===== src/smta_pkg.sv =====
// shared widths, sequencer codes and histogram command type for the median alarm unit
package smta_pkg;

    localparam int SAMPLE_W = 8;
    localparam int LEN_W    = 13;
    localparam int TM_W     = 9;
    localparam int TOTAL_W  = 32;

    typedef struct packed {
        logic wr;
        logic clr;
    } t_hist_cmd;

    typedef enum logic [6:0] {
        S_IDLE   = 7'b0000001,
        S_WALK   = 7'b0000010,
        S_CMP    = 7'b0000100,
        S_DEC    = 7'b0001000,
        S_INC_RD = 7'b0010000,
        S_INC    = 7'b0100000,
        S_FIN    = 7'b1000000
    } t_state;

endpackage


===== src/smta_hist.sv =====
// histogram bin store: one write port, one registered read port, per-bin valid flags
module smta_hist #(
    parameter int NUM_BINS = 201,
    parameter int AW       = 8,
    parameter int DW       = 13
) (
    input  logic                 i_clk,
    input  logic                 i_rst_n,
    input  smta_pkg::t_hist_cmd  i_cmd,
    input  logic [AW-1:0]        i_rd_addr,
    input  logic [AW-1:0]        i_wr_addr,
    input  logic [DW-1:0]        i_wr_data,
    output logic [DW-1:0]        o_rd_data
);
    import smta_pkg::*;

    logic [DW-1:0] r_mem [NUM_BINS];
    logic [NUM_BINS-1:0] r_vld;
    logic [DW-1:0] r_q;
    logic          r_qv;

    // valid flags stand in for clearing the whole store
    always_ff @(posedge i_clk) begin
        if (!i_rst_n || i_cmd.clr) begin
            r_vld <= '0;
        end else if (i_cmd.wr) begin
            r_vld[i_wr_addr] <= 1'b1;
        end
    end

    always_ff @(posedge i_clk) begin
        if (i_cmd.wr) begin
            r_mem[i_wr_addr] <= i_wr_data;
        end
        r_q  <= r_mem[i_rd_addr];
        r_qv <= r_vld[i_rd_addr];
    end

    assign o_rd_data = r_qv ? r_q : '0;

endmodule


===== config.mk =====
export PLATFORM = sky130hd
export DESIGN_NAME = smta_hist
export DESIGN_NICKNAME = d
export VERILOG_FILES = /design/src/smta_pkg.sv /design/src/smta_hist.sv
export SDC_FILE = /design/constraint.sdc
export NUM_CORES = 2
export LEC_CHECK = 0
export BUFFER_PORTS_ARGS = -buffer_cell sky130_fd_sc_hd__clkbuf_2
export CAP_MARGIN = 10
export CORE_ASPECT_RATIO = 0.8
export CORE_MARGIN = 1.5
export CORE_UTILIZATION = 45
export DETAILED_ROUTE_END_ITERATION = 8
export HOLD_SLACK_MARGIN = 0.08
export PLACE_DENSITY = 0.72
export RECOVER_POWER = 100
export SETUP_SLACK_MARGIN = 0.15
export SYNTH_ARGS = -nofsm -noshare
export SYNTH_HDL_FRONTEND = slang
export SYNTH_SLANG_ARGS = --single-unit

===== constraint.sdc =====
create_clock -name i_clk -period 2.45 [get_ports i_clk]
set_input_delay 0.1225 -clock i_clk [delete_from_list [all_inputs] [get_ports i_clk]]
set_output_delay 0.1225 -clock i_clk [all_outputs]
set_load 0.02 [all_outputs]

==> flow_summary.json <==
{
  "wirelength_um": 320000,
  "violations": "max-capacitance violations, max-slew violations, negative setup slack",
  "clock-skew-final_ps": 41.5,
  "dp_cells": 9062,
  "dieArea_sq_um": 244000,
  "critPathRequiredTime_ps": 2930,
  "rsz0062_at_grt": "yes",
  "top_layer_used": "met5",
  "worstSetupEndpointType": "register",
  "vdd_drop_max_v": 0.000650,
  "place_ws_ps": -1180,
  "dp_hpwl_um": 205000,
  "portBuffers": 45,
  "die_height_um": 442,
  "cts_sinks": 2828,
  "clockRootBuffer": "clkbuf_16",
  "syn_to_final_growth_pct": 17.2,
  "final_nets": 6206,
  "cp_max_fo": 12,
  "slew_violations": 458,
  "power.total_w": 0.0999,
  "grt_pass1_wl_um": 445000,
  "drc_errors": 0,
  "slew_headroom_pct": -50.9,
  "drtAntennaViolNets": 0,
  "power_density_nw_per_um2": 786,
  "worst_setup_path_start_kind": "input port",
  "maxCapViolCount": 8,
  "gp_congestion": 0.926,
  "ys_ff_latch": 2828,
  "fin_tns_setup_ps": -7110,
  "grt_max_degree": 115,
  "status": "finished with violations",
  "setup_slack_ps": -124,
  "drt_pass1_iterations": 8,
  "wl_per_cell_um": 33.4,
  "start_util_pct": 45.2,
  "wl_met2_um": 141000,
  "async_flop_share_pct": 0,
  "overflow": 0,
  "clk_path_buf_depth": 4,
  "die_w_um": 552,
  "worst_slew_pin_slew_ps": 2260,
  "drt-met1-wl_um": 118000,
  "worstPathArrival_ps": 3050,
  "ys.flop_type": "edfxtp_1",
  "syn_nets": 5318,
  "final_cells": 9569,
  "wl_met3_um": 46100,
  "layout-drive-gt1-share_pct": 30.3,
  "cts_setup_buffers": 0,
  "core_area_sq_um": 240000,
  "antenna_found_initial": 25,
  "worst-setup-path-type": "in -> reg",
  "clk_latency_ps": 850,
  "fmax_ghz": 0.389,
  "first_global_vias": 58400,
  "synth.avg_cell_area_sq_um": 20.5,
  "netlist_area_sq_um": 109000,
  "synth.distinct_cells": 67,
  "layout_common_cells": "2613 x edfxtp_1, 634 x mux4_2, 497 x buf_4",
  "cts_buffers": 266,
  "finalCriticalPeriod_ps": 2570,
  "p_leak_nw": 41.5,
  "track_usage_pct": 25.7,
  "fin_crit_sh_pct": 105,
  "netlist_instances": 5285,
  "final_common_cell": "edfxtp_1",
  "finalHoldViolCount": 0,
  "vias": 60200,
  "detail_route.iter0.violations": 9929,
  "seq_area_frac_synth_pct": 76.3,
  "cts_tree": "done",
  "synth_edf_count": 2613,
  "fp-row-count": 161,
  "ctsHtreeMaxLevel": 5,
  "hold_class": "in -> reg",
  "via_per_inst": 6.29,
  "setup_violations": 218,
  "clk_pin_slew_worst_paths_ps": 60,
  "fin_worst_hold_slack_ps": 102,
  "ys_warn_count": 0,
  "ios": 46
}
[power breakdown]
group | internal (W) | leakage, nW | switching [W]
Sequential | 0.0528 | 25.2 | 0.0000556
Combinational | 0.00230 | 12.1 | 0.00387
Clock | 0.0231 | 4.12 | 0.0178
[flip-flops by register name, indices dropped and copies added (netlist names)]
register / cells
r_mem: 2613
r_q: 13
r_vld: 201
r_qv: 1
[cells by family (layout without fill, tap and decap cells)]
logic type | Yosys count | count (layout) | synth area share (%)
flip-flops | 2828 | 2828 | 76.3
multiplexers | 860 | 860 | 15.3
AO/OA/AOI/OAI | 680 | 680 | 4.46
AND/OR/NAND/NOR | 589 | 589 | 2.33
buffers and inverters | 328 | 1418 | 1.67
other | 0 | 16 | 0
[cell type report]
cell class | instances | area [sq um]
timing repair buffer | 941 | 7540
multi-input combinational | 2129 | 24400
fill | 18200 | 113000
inverter | 7 | 33.8
sequential | 2828 | 82800
tap | 3178 | 3980
clock inverter | 123 | 1200
clock buffer | 347 | 7210
antenna | 16 | 40.0
[path summary, 6_finish.rpt]
check | from | end | cells past startpoint | slack (ps)
setup reg to reg | r_mem[163][9] | r_q[9] | 6 | -20
setup / recovery | i_cmd[1] | r_mem[66][0] | 8 | -120
hold / removal | i_wr_addr[3] | r_mem[126][10] | 4 | 100
hold reg to reg | r_vld[55] | r_vld[55] | 1 | 460
[cells in the mapped netlist, types with 19 or more instances]
| library cell | count | share of area [%] |
|---|---|---|
| o21a_1 | 201 | 1.4 |
| buf_6 | 40 | 0.42 |
| a31oi_1 | 26 | 0.15 |
| dfxtp_1 | 215 | 4.0 |
| nor2_1 | 256 | 0.89 |
| mux4_2 | 634 | 13 |
| a211oi_1 | 30 | 0.21 |
| a221oi_1 | 48 | 0.39 |
| nor2b_1 | 26 | 0.15 |
| o22ai_1 | 45 | 0.26 |
| buf_2 | 65 | 0.30 |
| a21oi_1 | 80 | 0.37 |
| nand3_1 | 39 | 0.18 |
| mux2i_1 | 209 | 1.9 |
| buf_4 | 45 | 0.31 |
| o21ai_0 | 60 | 0.28 |
| nor3_1 | 32 | 0.15 |
| nand2_1 | 174 | 0.60 |
| edfxtp_1 | 2613 | 72 |
| a22oi_1 | 79 | 0.55 |
| clkbuf_1 | 152 | 0.53 |
| and2_1 | 19 | 0.11 |
[layer usage]
metal  global-route usage [%]  vias to the layer above
met5                    0.506                        -
met4                     10.6                       15
met3                     8.05                      706
met2                     37.5                     4551
met1                     35.9                    31200
li1                         -                    23700
[critical path, cell delays in order]
cell	delay, ps
dlygate4sd3_1	520
clkbuf_1	160
nor3b_1	210
clkbuf_1	350
nand2_1	210
clkbuf_2	570
nor2_1	430
clkbuf_2	460
[stage by stage]
| step | util [%] | cell area (sq um) |
|---|---|---|
| 6_report | 53.0 | 127000 |
| 4_1_cts | 53.4 | 128000 |
| 5_1_grt | 52.9 | 127000 |
| 2_1_floorplan | - | 109000 |
| 3_5_place_dp | 49.7 | 119000 |
| 3_3_place_gp | 49.7 | 119000 |
[timing repair]
| item | 4_1_cts | 5_1_grt |
|---|---|---|
| cloned | 0 | 0 |
| pin swaps | 14 | 15 |
| endpoints found under the hold margin | 2488 | 0 |
| setup endpoints to repair | 13 | 14 |
| hold buffers | 21 | 0 |
| gates resized for setup | 64 | 33 |
(Power assumes the default switching activity.)
